`src/rtl/core/phd_pkg.sv`:
```
// Shared types, codes and reset constants for the peak-and-hold solenoid driver.
// No dependencies; imported by phd_sol_chan, solenoid_peak_hold_driver and the bench.
`timescale 1ns / 1ps

package phd_pkg;

	// Command codes carried on the action field
	typedef enum logic [3:0] {
		ACT_TICK      = 4'd0,
		ACT_START     = 4'd1,
		ACT_FIRE      = 4'd2,
		ACT_STOP      = 4'd3,
		ACT_STOP_ALL  = 4'd4,
		ACT_GARAGE    = 4'd5,
		ACT_STANDBY   = 4'd6,
		ACT_LINE      = 4'd7,
		ACT_SHIFT     = 4'd8,
		ACT_CONVERTER = 4'd9,
		ACT_LOCK      = 4'd10
	} action_t;

	// Configuration register indexes
	typedef enum logic [2:0] {
		CFG_KICK_TICKS   = 3'd0,
		CFG_CRANK_TICKS  = 3'd1,
		CFG_KICK_DUTY    = 3'd2,
		CFG_HOLD_DUTY    = 3'd3,
		CFG_GARAGE_DUTY  = 3'd4,
		CFG_CRANK_DUTY   = 3'd5,
		CFG_LOCK_ENABLE  = 3'd6,
		CFG_LOCK_ACT_HI  = 3'd7
	} cfg_reg_t;

	// Routing solenoid drive mode
	typedef enum logic [1:0] {
		MODE_OFF  = 2'd0,
		MODE_KICK = 2'd1,
		MODE_HOLD = 2'd2
	} mode_t;

	// Per-channel command decoded from one request
	typedef struct packed {
		logic       tick;
		logic       fire;
		logic       force_off;
		logic       load_hold;
		logic [7:0] load_duty;
	} sol_cmd_t;

	localparam int NUM_SOL = 3;

	// Register reset values
	localparam logic [15:0] KICK_TICKS_RST  = 16'd60;
	localparam logic [15:0] CRANK_TICKS_RST = 16'd400;
	localparam logic [7:0]  KICK_DUTY_RST   = 8'd212;
	localparam logic [7:0]  HOLD_DUTY_RST   = 8'd85;
	localparam logic [7:0]  GARAGE_DUTY_RST = 8'd95;
	localparam logic [7:0]  CRANK_DUTY_RST  = 8'd102;

	localparam logic [15:0] CNT_MAX         = 16'hFFFF;
	localparam logic [6:0]  PCT_MAX         = 7'd100;
	localparam logic [6:0]  STBY_SHIFT_PCT  = 7'd67;
	localparam logic [6:0]  STBY_LINE_PCT   = 7'd60;
	localparam logic [7:0]  DUTY_FULL       = 8'd255;

	// pct*255/100 as one multiply by a scaled reciprocal: 255*5243, then >> 19.
	// Exact for pct in 0..100.
	localparam logic [20:0] SCALE_MUL   = 21'd1336965;
	localparam int          SCALE_SHIFT = 19;

	function automatic logic [7:0] pct_to_duty(input logic [6:0] pct);
		logic [27:0] prod;
		prod = 28'(pct) * 28'(SCALE_MUL);
		return prod[SCALE_SHIFT +: 8];
	endfunction

	function automatic logic [6:0] clamp_pct(input logic [7:0] v);
		return (v > 8'(PCT_MAX)) ? PCT_MAX : v[6:0];
	endfunction

endpackage

```
`src/rtl/core/phd_sol_chan.sv`:
```
// One routing solenoid: mode, duty and kick timer with saturating count.
// Depends on phd_pkg.
`timescale 1ns / 1ps

module phd_sol_chan import phd_pkg::*; (
	input  logic        clk,
	input  logic        arst_n,
	input  logic        en,
	input  sol_cmd_t    cmd,
	input  logic [15:0] kick_ticks,
	input  logic [7:0]  kick_duty,
	input  logic [7:0]  hold_duty,
	output mode_t       mode,
	output logic [7:0]  duty
);

	mode_t       mode_q, mode_d;
	logic [7:0]  duty_q, duty_d;
	logic [15:0] elap_q, elap_d, elap_inc;

	// Next state: fire, then kick timing, then forced off, then forced hold
	always_comb begin
		mode_d   = mode_q;
		duty_d   = duty_q;
		elap_d   = elap_q;
		elap_inc = (elap_q != CNT_MAX) ? elap_q + 16'd1 : elap_q;
		if (cmd.fire && mode_q == MODE_OFF) begin
			mode_d = MODE_KICK;
			duty_d = kick_duty;
			elap_d = '0;
		end
		if (cmd.tick && mode_q == MODE_KICK) begin
			elap_d = elap_inc;
			if (elap_inc >= kick_ticks) begin
				mode_d = MODE_HOLD;
				duty_d = hold_duty;
			end
		end
		if (cmd.force_off) begin
			mode_d = MODE_OFF;
			duty_d = '0;
		end
		if (cmd.load_hold) begin
			mode_d = MODE_HOLD;
			duty_d = cmd.load_duty;
		end
	end

	// State registers, updated once per accepted request
	always_ff @(posedge clk or negedge arst_n) begin
		if (!arst_n) begin
			mode_q <= MODE_OFF;
			duty_q <= '0;
			elap_q <= '0;
		end else if (en) begin
			mode_q <= mode_d;
			duty_q <= duty_d;
			elap_q <= elap_d;
		end
	end

	assign mode = mode_q;
	assign duty = duty_q;

	// A fire on an idle solenoid starts the kick at kick duty
	a_fire_kicks: assert property (@(posedge clk) disable iff (!arst_n)
		en && cmd.fire && mode_q == MODE_OFF && !cmd.force_off && !cmd.load_hold
		|=> mode_q == MODE_KICK && duty_q == $past(kick_duty) && elap_q == '0)
		else $error("fire on idle solenoid did not start kick");

	// Off always means zero duty
	a_off_zero: assert property (@(posedge clk) disable iff (!arst_n)
		mode_q == MODE_OFF |-> duty_q == '0)
		else $error("solenoid off with nonzero duty");

	// Without a request the solenoid state stays put
	a_hold_idle: assert property (@(posedge clk) disable iff (!arst_n)
		!en |=> $stable(mode_q) && $stable(duty_q) && $stable(elap_q))
		else $error("solenoid state changed without a request");

endmodule

```
`src/rtl/core/solenoid_peak_hold_driver.sv`:
```
// Top level of the peak-and-hold solenoid driver: command decode, crank pulse,
// garage ownership, pressure valves, lock and result handshake. Uses phd_pkg, phd_sol_chan.
`timescale 1ns / 1ps
//
//  Port group   Handshake               Payload
//  ----------   ---------------------   ------------------------------------------
//  in           in_valid / in_stall     action, channel, level
//  out          out_valid / out_stall   sol0..2_duty, sol_modes, line/shift/clutch
//                                       duty and pct, lock_level, crank_busy
//  cfg          cfg_we                  cfg_index, cfg_wdata
//
//  Each request is decoded and applied to the state registers, which are the result
//  register, so one request per cycle is sustained unless out_stall holds a result.
//  in_stall is high only while a result waits with out_stall high.
//  Reset (arst_n low) clears all state and loads the register defaults.
//  Valve duties are formed from the stored percents by one constant multiply.

module solenoid_peak_hold_driver import phd_pkg::*; (
	input  logic        clk,
	input  logic        arst_n,
	// request channel
	input  logic        in_valid,
	output logic        in_stall,
	input  logic [3:0]  action,
	input  logic [1:0]  channel,
	input  logic [7:0]  level,
	// result channel
	output logic        out_valid,
	input  logic        out_stall,
	output logic [7:0]  sol0_duty,
	output logic [7:0]  sol1_duty,
	output logic [7:0]  sol2_duty,
	output logic [5:0]  sol_modes,
	output logic [7:0]  line_duty,
	output logic [7:0]  shift_duty,
	output logic [7:0]  clutch_duty,
	output logic [6:0]  line_pct,
	output logic [6:0]  shift_pct,
	output logic [6:0]  clutch_pct,
	output logic        lock_level,
	output logic        crank_busy,
	// configuration writes
	input  logic        cfg_we,
	input  logic [2:0]  cfg_index,
	input  logic [15:0] cfg_wdata
);

	logic [15:0] kick_ticks_q, crank_ticks_q;
	logic [7:0]  kick_duty_q, hold_duty_q, garage_duty_q, crank_duty_q;
	logic        lock_en_q, lock_hi_q;

	logic        acc;
	logic        flag;
	logic        out_valid_q;
	logic        crank_active_q, crank_active_d;
	logic [15:0] crank_elap_q, crank_elap_d, crank_inc;
	logic        crank_end;
	logic        garage_owned_q, garage_owned_d;
	logic [6:0]  line_pct_q, line_pct_d;
	logic [6:0]  shift_pct_q, shift_pct_d;
	logic [6:0]  clutch_pct_q, clutch_pct_d;
	logic        lock_q, lock_d;

	sol_cmd_t    cmd [NUM_SOL];
	mode_t       mode [NUM_SOL];
	logic [7:0]  duty [NUM_SOL];

	// Configuration registers
	always_ff @(posedge clk or negedge arst_n) begin
		if (!arst_n) begin
			kick_ticks_q  <= KICK_TICKS_RST;
			crank_ticks_q <= CRANK_TICKS_RST;
			kick_duty_q   <= KICK_DUTY_RST;
			hold_duty_q   <= HOLD_DUTY_RST;
			garage_duty_q <= GARAGE_DUTY_RST;
			crank_duty_q  <= CRANK_DUTY_RST;
			lock_en_q     <= 1'b0;
			lock_hi_q     <= 1'b1;
		end else if (cfg_we) begin
			case (cfg_index)
				CFG_KICK_TICKS:  kick_ticks_q  <= cfg_wdata;
				CFG_CRANK_TICKS: crank_ticks_q <= cfg_wdata;
				CFG_KICK_DUTY:   kick_duty_q   <= cfg_wdata[7:0];
				CFG_HOLD_DUTY:   hold_duty_q   <= cfg_wdata[7:0];
				CFG_GARAGE_DUTY: garage_duty_q <= cfg_wdata[7:0];
				CFG_CRANK_DUTY:  crank_duty_q  <= cfg_wdata[7:0];
				CFG_LOCK_ENABLE: lock_en_q     <= cfg_wdata[0];
				CFG_LOCK_ACT_HI: lock_hi_q     <= cfg_wdata[0];
				default: ;
			endcase
		end
	end

	// Handshake: take a request unless a result is held back
	assign in_stall = out_valid_q & out_stall;
	assign acc      = in_valid & ~in_stall;
	assign flag     = level[0];

	// Crank pulse timing
	assign crank_inc = (crank_elap_q != CNT_MAX) ? crank_elap_q + 16'd1 : crank_elap_q;
	assign crank_end = (action == ACT_TICK) && crank_active_q && (crank_inc >= crank_ticks_q);

	// Per-solenoid command decode
	always_comb begin
		for (int i = 0; i < NUM_SOL; i++) begin
			cmd[i]           = '0;
			cmd[i].tick      = (action == ACT_TICK);
			cmd[i].fire      = (action == ACT_FIRE) && (channel == 2'(i));
			cmd[i].force_off = ((action == ACT_STOP) && (channel == 2'(i)))
				|| (action == ACT_STOP_ALL)
				|| ((action == ACT_START) && (i != 0));
		end
		// solenoid zero: crank pulse start and end
		cmd[0].force_off = cmd[0].force_off | crank_end;
		if (action == ACT_START) begin
			cmd[0].load_hold = 1'b1;
			cmd[0].load_duty = crank_duty_q;
		end
		// solenoid one: garage pulse
		if (action == ACT_GARAGE) begin
			if (flag) begin
				cmd[1].load_hold = (mode[1] == MODE_OFF);
				cmd[1].load_duty = garage_duty_q;
			end else begin
				cmd[1].force_off = garage_owned_q;
			end
		end
	end

	// Shared state next values
	always_comb begin
		crank_active_d = crank_active_q;
		crank_elap_d   = crank_elap_q;
		garage_owned_d = garage_owned_q;
		line_pct_d     = line_pct_q;
		shift_pct_d    = shift_pct_q;
		clutch_pct_d   = clutch_pct_q;
		lock_d         = lock_q;
		case (action)
			ACT_TICK: begin
				if (crank_active_q) begin
					crank_elap_d = crank_inc;
					if (crank_end) crank_active_d = 1'b0;
				end
			end
			ACT_START: begin
				lock_d         = ~lock_hi_q;
				line_pct_d     = '0;
				shift_pct_d    = '0;
				clutch_pct_d   = '0;
				garage_owned_d = 1'b0;
				crank_active_d = 1'b1;
				crank_elap_d   = '0;
			end
			ACT_GARAGE: begin
				if (flag) begin
					if (mode[1] == MODE_OFF) garage_owned_d = 1'b1;
				end else begin
					garage_owned_d = 1'b0;
				end
			end
			ACT_STANDBY: begin
				if (flag) begin
					shift_pct_d = STBY_SHIFT_PCT;
					line_pct_d  = STBY_LINE_PCT;
				end else begin
					shift_pct_d = PCT_MAX;
				end
			end
			ACT_LINE:      line_pct_d   = clamp_pct(level);
			ACT_SHIFT:     shift_pct_d  = clamp_pct(level);
			ACT_CONVERTER: clutch_pct_d = clamp_pct(level);
			ACT_LOCK:      lock_d       = (flag & lock_en_q) ^ ~lock_hi_q;
			default: ;
		endcase
	end

	// Shared state and result valid
	always_ff @(posedge clk or negedge arst_n) begin
		if (!arst_n) begin
			out_valid_q    <= 1'b0;
			crank_active_q <= 1'b0;
			crank_elap_q   <= '0;
			garage_owned_q <= 1'b0;
			line_pct_q     <= '0;
			shift_pct_q    <= '0;
			clutch_pct_q   <= '0;
			lock_q         <= 1'b0;
		end else begin
			if (acc) begin
				out_valid_q    <= 1'b1;
				crank_active_q <= crank_active_d;
				crank_elap_q   <= crank_elap_d;
				garage_owned_q <= garage_owned_d;
				line_pct_q     <= line_pct_d;
				shift_pct_q    <= shift_pct_d;
				clutch_pct_q   <= clutch_pct_d;
				lock_q         <= lock_d;
			end else if (!out_stall) begin
				out_valid_q    <= 1'b0;
			end
		end
	end

	// Routing solenoids
	for (genvar g = 0; g < NUM_SOL; g++) begin : g_sol
		phd_sol_chan u_chan (
			.clk        (clk),
			.arst_n     (arst_n),
			.en         (acc),
			.cmd        (cmd[g]),
			.kick_ticks (kick_ticks_q),
			.kick_duty  (kick_duty_q),
			.hold_duty  (hold_duty_q),
			.mode       (mode[g]),
			.duty       (duty[g])
		);
	end

	// Result fields
	assign out_valid   = out_valid_q;
	assign sol0_duty   = duty[0];
	assign sol1_duty   = duty[1];
	assign sol2_duty   = duty[2];
	assign sol_modes   = {mode[2], mode[1], mode[0]};
	assign line_duty   = DUTY_FULL - pct_to_duty(line_pct_q);
	assign shift_duty  = DUTY_FULL - pct_to_duty(shift_pct_q);
	assign clutch_duty = pct_to_duty(clutch_pct_q);
	assign line_pct    = line_pct_q;
	assign shift_pct   = shift_pct_q;
	assign clutch_pct  = clutch_pct_q;
	assign lock_level  = lock_q;
	assign crank_busy  = crank_active_q;

	// Every accepted request produces a result next cycle
	a_acc_result: assert property (@(posedge clk) disable iff (!arst_n)
		acc |=> out_valid_q)
		else $error("accepted request produced no result");

	// Start leaves solenoid zero holding and the crank pulse running
	a_start: assert property (@(posedge clk) disable iff (!arst_n)
		acc && action == ACT_START |=> crank_active_q && crank_elap_q == '0
		&& mode[0] == MODE_HOLD && mode[1] == MODE_OFF && mode[2] == MODE_OFF)
		else $error("start sequence state wrong");

	// Stored percents never exceed full scale
	a_pct_range: assert property (@(posedge clk) disable iff (!arst_n)
		line_pct_q <= PCT_MAX && shift_pct_q <= PCT_MAX && clutch_pct_q <= PCT_MAX)
		else $error("stored percent above 100");

	// No request, no state change
	a_hold_state: assert property (@(posedge clk) disable iff (!arst_n)
		!acc |=> $stable(line_pct_q) && $stable(shift_pct_q) && $stable(clutch_pct_q)
		&& $stable(crank_elap_q) && $stable(lock_q) && $stable(sol_modes))
		else $error("state changed without a request");

endmodule

```
`config.mk`:
```
export PLATFORM = sky130hd
export DESIGN_NAME = solenoid_peak_hold_driver
export DESIGN_NICKNAME = d
export VERILOG_FILES = /design/src/rtl/core/phd_pkg.sv /design/src/rtl/core/phd_sol_chan.sv /design/src/rtl/core/solenoid_peak_hold_driver.sv
export SDC_FILE = /design/constraint.sdc
export NUM_CORES = 1
export LEC_CHECK = 0
export BUFFER_PORTS_ARGS = -buffer_cell sky130_fd_sc_hd__buf_4
export CORE_MARGIN = 1
export CORE_UTILIZATION = 54
export DETAILED_ROUTE_END_ITERATION = 10
export GPL_ROUTABILITY_DRIVEN = 1
export PLACE_DENSITY = 0.82
export SYNTH_ARGS = -nofsm -noshare
export SYNTH_HDL_FRONTEND = slang
export SYNTH_SLANG_ARGS = --single-unit
```
`constraint.sdc`:
```
create_clock -name clk -period 9.1 [get_ports clk]
set_input_delay 1.365 -clock clk [delete_from_list [all_inputs] [get_ports clk]]
set_output_delay 1.365 -clock clk [all_outputs]
set_load 0.03 [all_outputs]
```
==> run metrics <==
Critical Path End Type=output port; Final Max Slew Viols=0; commonest cells after routing, fill and taps aside=ha_1 (236), dfrtp_1 (159), inv_1 (152); IO Pins=117; largest net degree at the start of global routing=85; smallest hold slack=493.5 ps; GRT Residual Overflow=0; clock root buffer=clkbuf_16; share of layout cells above drive strength 1=0.1518; static leakage=8.790 nW; ys async rst share=1.000; Vias=13117; TritonCTS Buffers=17; PwrDens=193.3 nW/um^2; final net count=2092; # Post-CTS Setup Buffers=0; fin cells=2170; Worst Max-Slew Pin Slew=1182 ps; unrepaired setup endpoints after global routing=no; I/O Buffers=116; Detail Placement HPWL=30550 um; placed cell area=16790 sq um; Final Hold Vio Count=0; Netlist Area Pre-Place=15580 sq um; Post-Synthesis Cells=1684; Adder-Cell Fraction of Synth Area=0.2397; first-pass iteration count of the detailed router=5; mux cell area share after synthesis=0.04940; area share of the largest cell type after synthesis=0.2554; worst skew pair latency=440 ps; initial antenna violation count=1; Synth Flop Type=dfrtp_1; CP Class=reg -> out; drt first-iter violations=1082; GP Congestion=0.9274; Syn Area/Cell=9.250 sq um; Max transition margin=0.2094; commonest non-fill, non-tap cell in the layout=ha_1; Area Growth Syn to Fin=11.64%; FP Rows=61; final cell utilization of the core=0.6191; fin worst setup slack=2748 ps; largest area contributor in the netlist=dfrtp_1; status=finished clean; dpl ws=3215 ps; WL final=39670 um; Final Critical Period=6352 ps; first-pass GRT wire length=65180 um; flops & latches, synth=185; core area=28090 sq um; largest family of logic cells by synthesized area=adder cells; chip height=171.8 um; DR vias/cell=6.045; DRT antenna net count=0; n_diodes=0; TritonCTS clock tree=done; gr usage total=0.2812; number of global-route vias before repair=12786; distinct cell type count after synthesis=83; final instance area=17390 sq um; Post-synth EDFFs=0; Longest Clk Path Bufs=2; Final Total Pwr=3.362 mW; simple-gate share of the synthesized area=0.1573; Hold Crit Depth=1; Die Wd=171.8 um; CP arrival=4990 ps; XOR/XNOR Fraction of Synth Area=0.03486; maximum VDD drop=0.0001457 V; Worst R2R Path Depth=13; number of max-cap violations=0; Area contributors post-synth=dfrtp_1 (26%), ha_1 (19%), fa_1 (5.0%); initial core utilization=0.5546; Hold Buf Count CTS=0; Crit path required time=7740 ps; H-tree levels=4; Worst Skew=9.510 ps; fmax=0.1574 GHz; setup TNS=0 ps; type of the tightest min-delay check=reg -> reg; crit share post-route=0.6980; yosys warns=0; Critical Path Start Type=flip-flop; post-CTS sizing=0; setup violators final=0; WL/cell=18.28 um; Sink Count=185; Synth Area in Compound Gates=0.1693; full die area=29530 sq um; Synth Net Count=1997; Inst Count DP=2138; residual DRC count=0; Seq/Total Area, Yosys=0.2993; worst-path fanout max=7; Reg clk slew, reported paths=70 ps
routing by layer:
metal / wire, um / GRT usage
met1: 17850 / 0.3868
met2: 18220 / 0.4517
met3: 2688 / 0.05246
met4: 912 / 0.07926
met5: 0 / 0
state kept, by name, summed over array words and instances (netlist names):
name,flops
out_valid,1
lock_level,1
shift_pct,7
crank_duty_q,8
kick_duty_q,8
lock_en_q,1
line_pct,7
hold_duty_q,8
crank_elap_q,16
garage_owned_q,1
lock_hi_q,1
g_sol.u_chan.duty,24
crank_busy,1
g_sol.u_chan.elap_q,48
garage_duty_q,8
g_sol.u_chan.mode,6
crank_ticks_q,16
clutch_pct,7
kick_ticks_q,16
worst max-delay path, stage by stage (launching register included):
cell     delay [ps]
dfrtp_1         480
ha_1            350
inv_1            50
fa_1            480
inv_1            40
ha_1            260
inv_1            50
fa_1            490
inv_1            50
ha_1            300
a21o_1          170
a21o_1          170
a221o_1         360
a32oi_2         340
o21ai_1         200
or4_1           500
nand3_1         100
buf_4           160
cell families (layout without fill, tap and decap cells):
| group | count (synthesis) | in the layout |
|---|---|---|
| and+or+nand+nor | 478 | 478 |
| AOI/OAI and AO/OA | 413 | 413 |
| adders and majority gates | 275 | 275 |
| buffers and inverters | 200 | 308 |
| DFF | 185 | 185 |
| muxes | 71 | 71 |
| xor gates and xnor gates | 62 | 62 |
area by class of cell:
| type | count | area (sq um) |
|---|---|---|
| clock inverters | 14 | 161.4 |
| flip-flops and latches | 185 | 4662 |
| repair buffers | 124 | 937.1 |
| fillers | 2334 | 10700 |
| well taps | 378 | 473.0 |
| clock buffers | 18 | 439.2 |
| multi-input cells | 1299 | 10150 |
| inverters | 152 | 570.5 |
power breakdown:
| part | internal, mW | switching, mW |
|---|---|---|
| sequential | 0.950 | 0.124 |
| clock | 0.420 | 0.346 |
| combinational | 0.620 | 0.902 |
final timing paths:
check,end,slack (ps),start
setup / recovery,clutch_duty[7],2750,clutch_pct[4]
hold / removal,g_sol[0].u_chan.elap_q[8],490,g_sol[0].u_chan.elap_q[8]
setup reg to reg,g_sol[0].u_chan.duty[6],4780,g_sol[0].u_chan.elap_q[0]
hold reg to reg,g_sol[0].u_chan.elap_q[8],490,g_sol[0].u_chan.elap_q[8]
max in group asynchronous,g_sol[1].u_chan.elap_q[3],6960,arst_n
min in group asynchronous,g_sol[2].u_chan.elap_q[0],980,arst_n
cell usage after synthesis (8+ instances only):
cell / n
o31ai_1: 14
a22oi_1: 21
and3_1: 17
o21ai_0: 125
fa_1: 39
or3_1: 8
nor2b_1: 9
nand2b_1: 21
xor2_1: 21
a21oi_1: 93
a21o_1: 31
inv_1: 152
a22o_1: 20
o221ai_1: 8
o21a_1: 13
a221o_1: 8
nor4_1: 14
xnor2_1: 41
nand2_1: 138
nor2_1: 99
nand4_1: 28
a31oi_1: 31
mux2i_1: 24
dfstp_2: 26
dfrtp_1: 159
mux2_2: 47
clkbuf_1: 34
and2_1: 8
buf_2: 12
nor3_1: 32
or2_2: 13
nand3_1: 44
ha_1: 236
No activity file was read; power rests on OpenSTA's default activity.
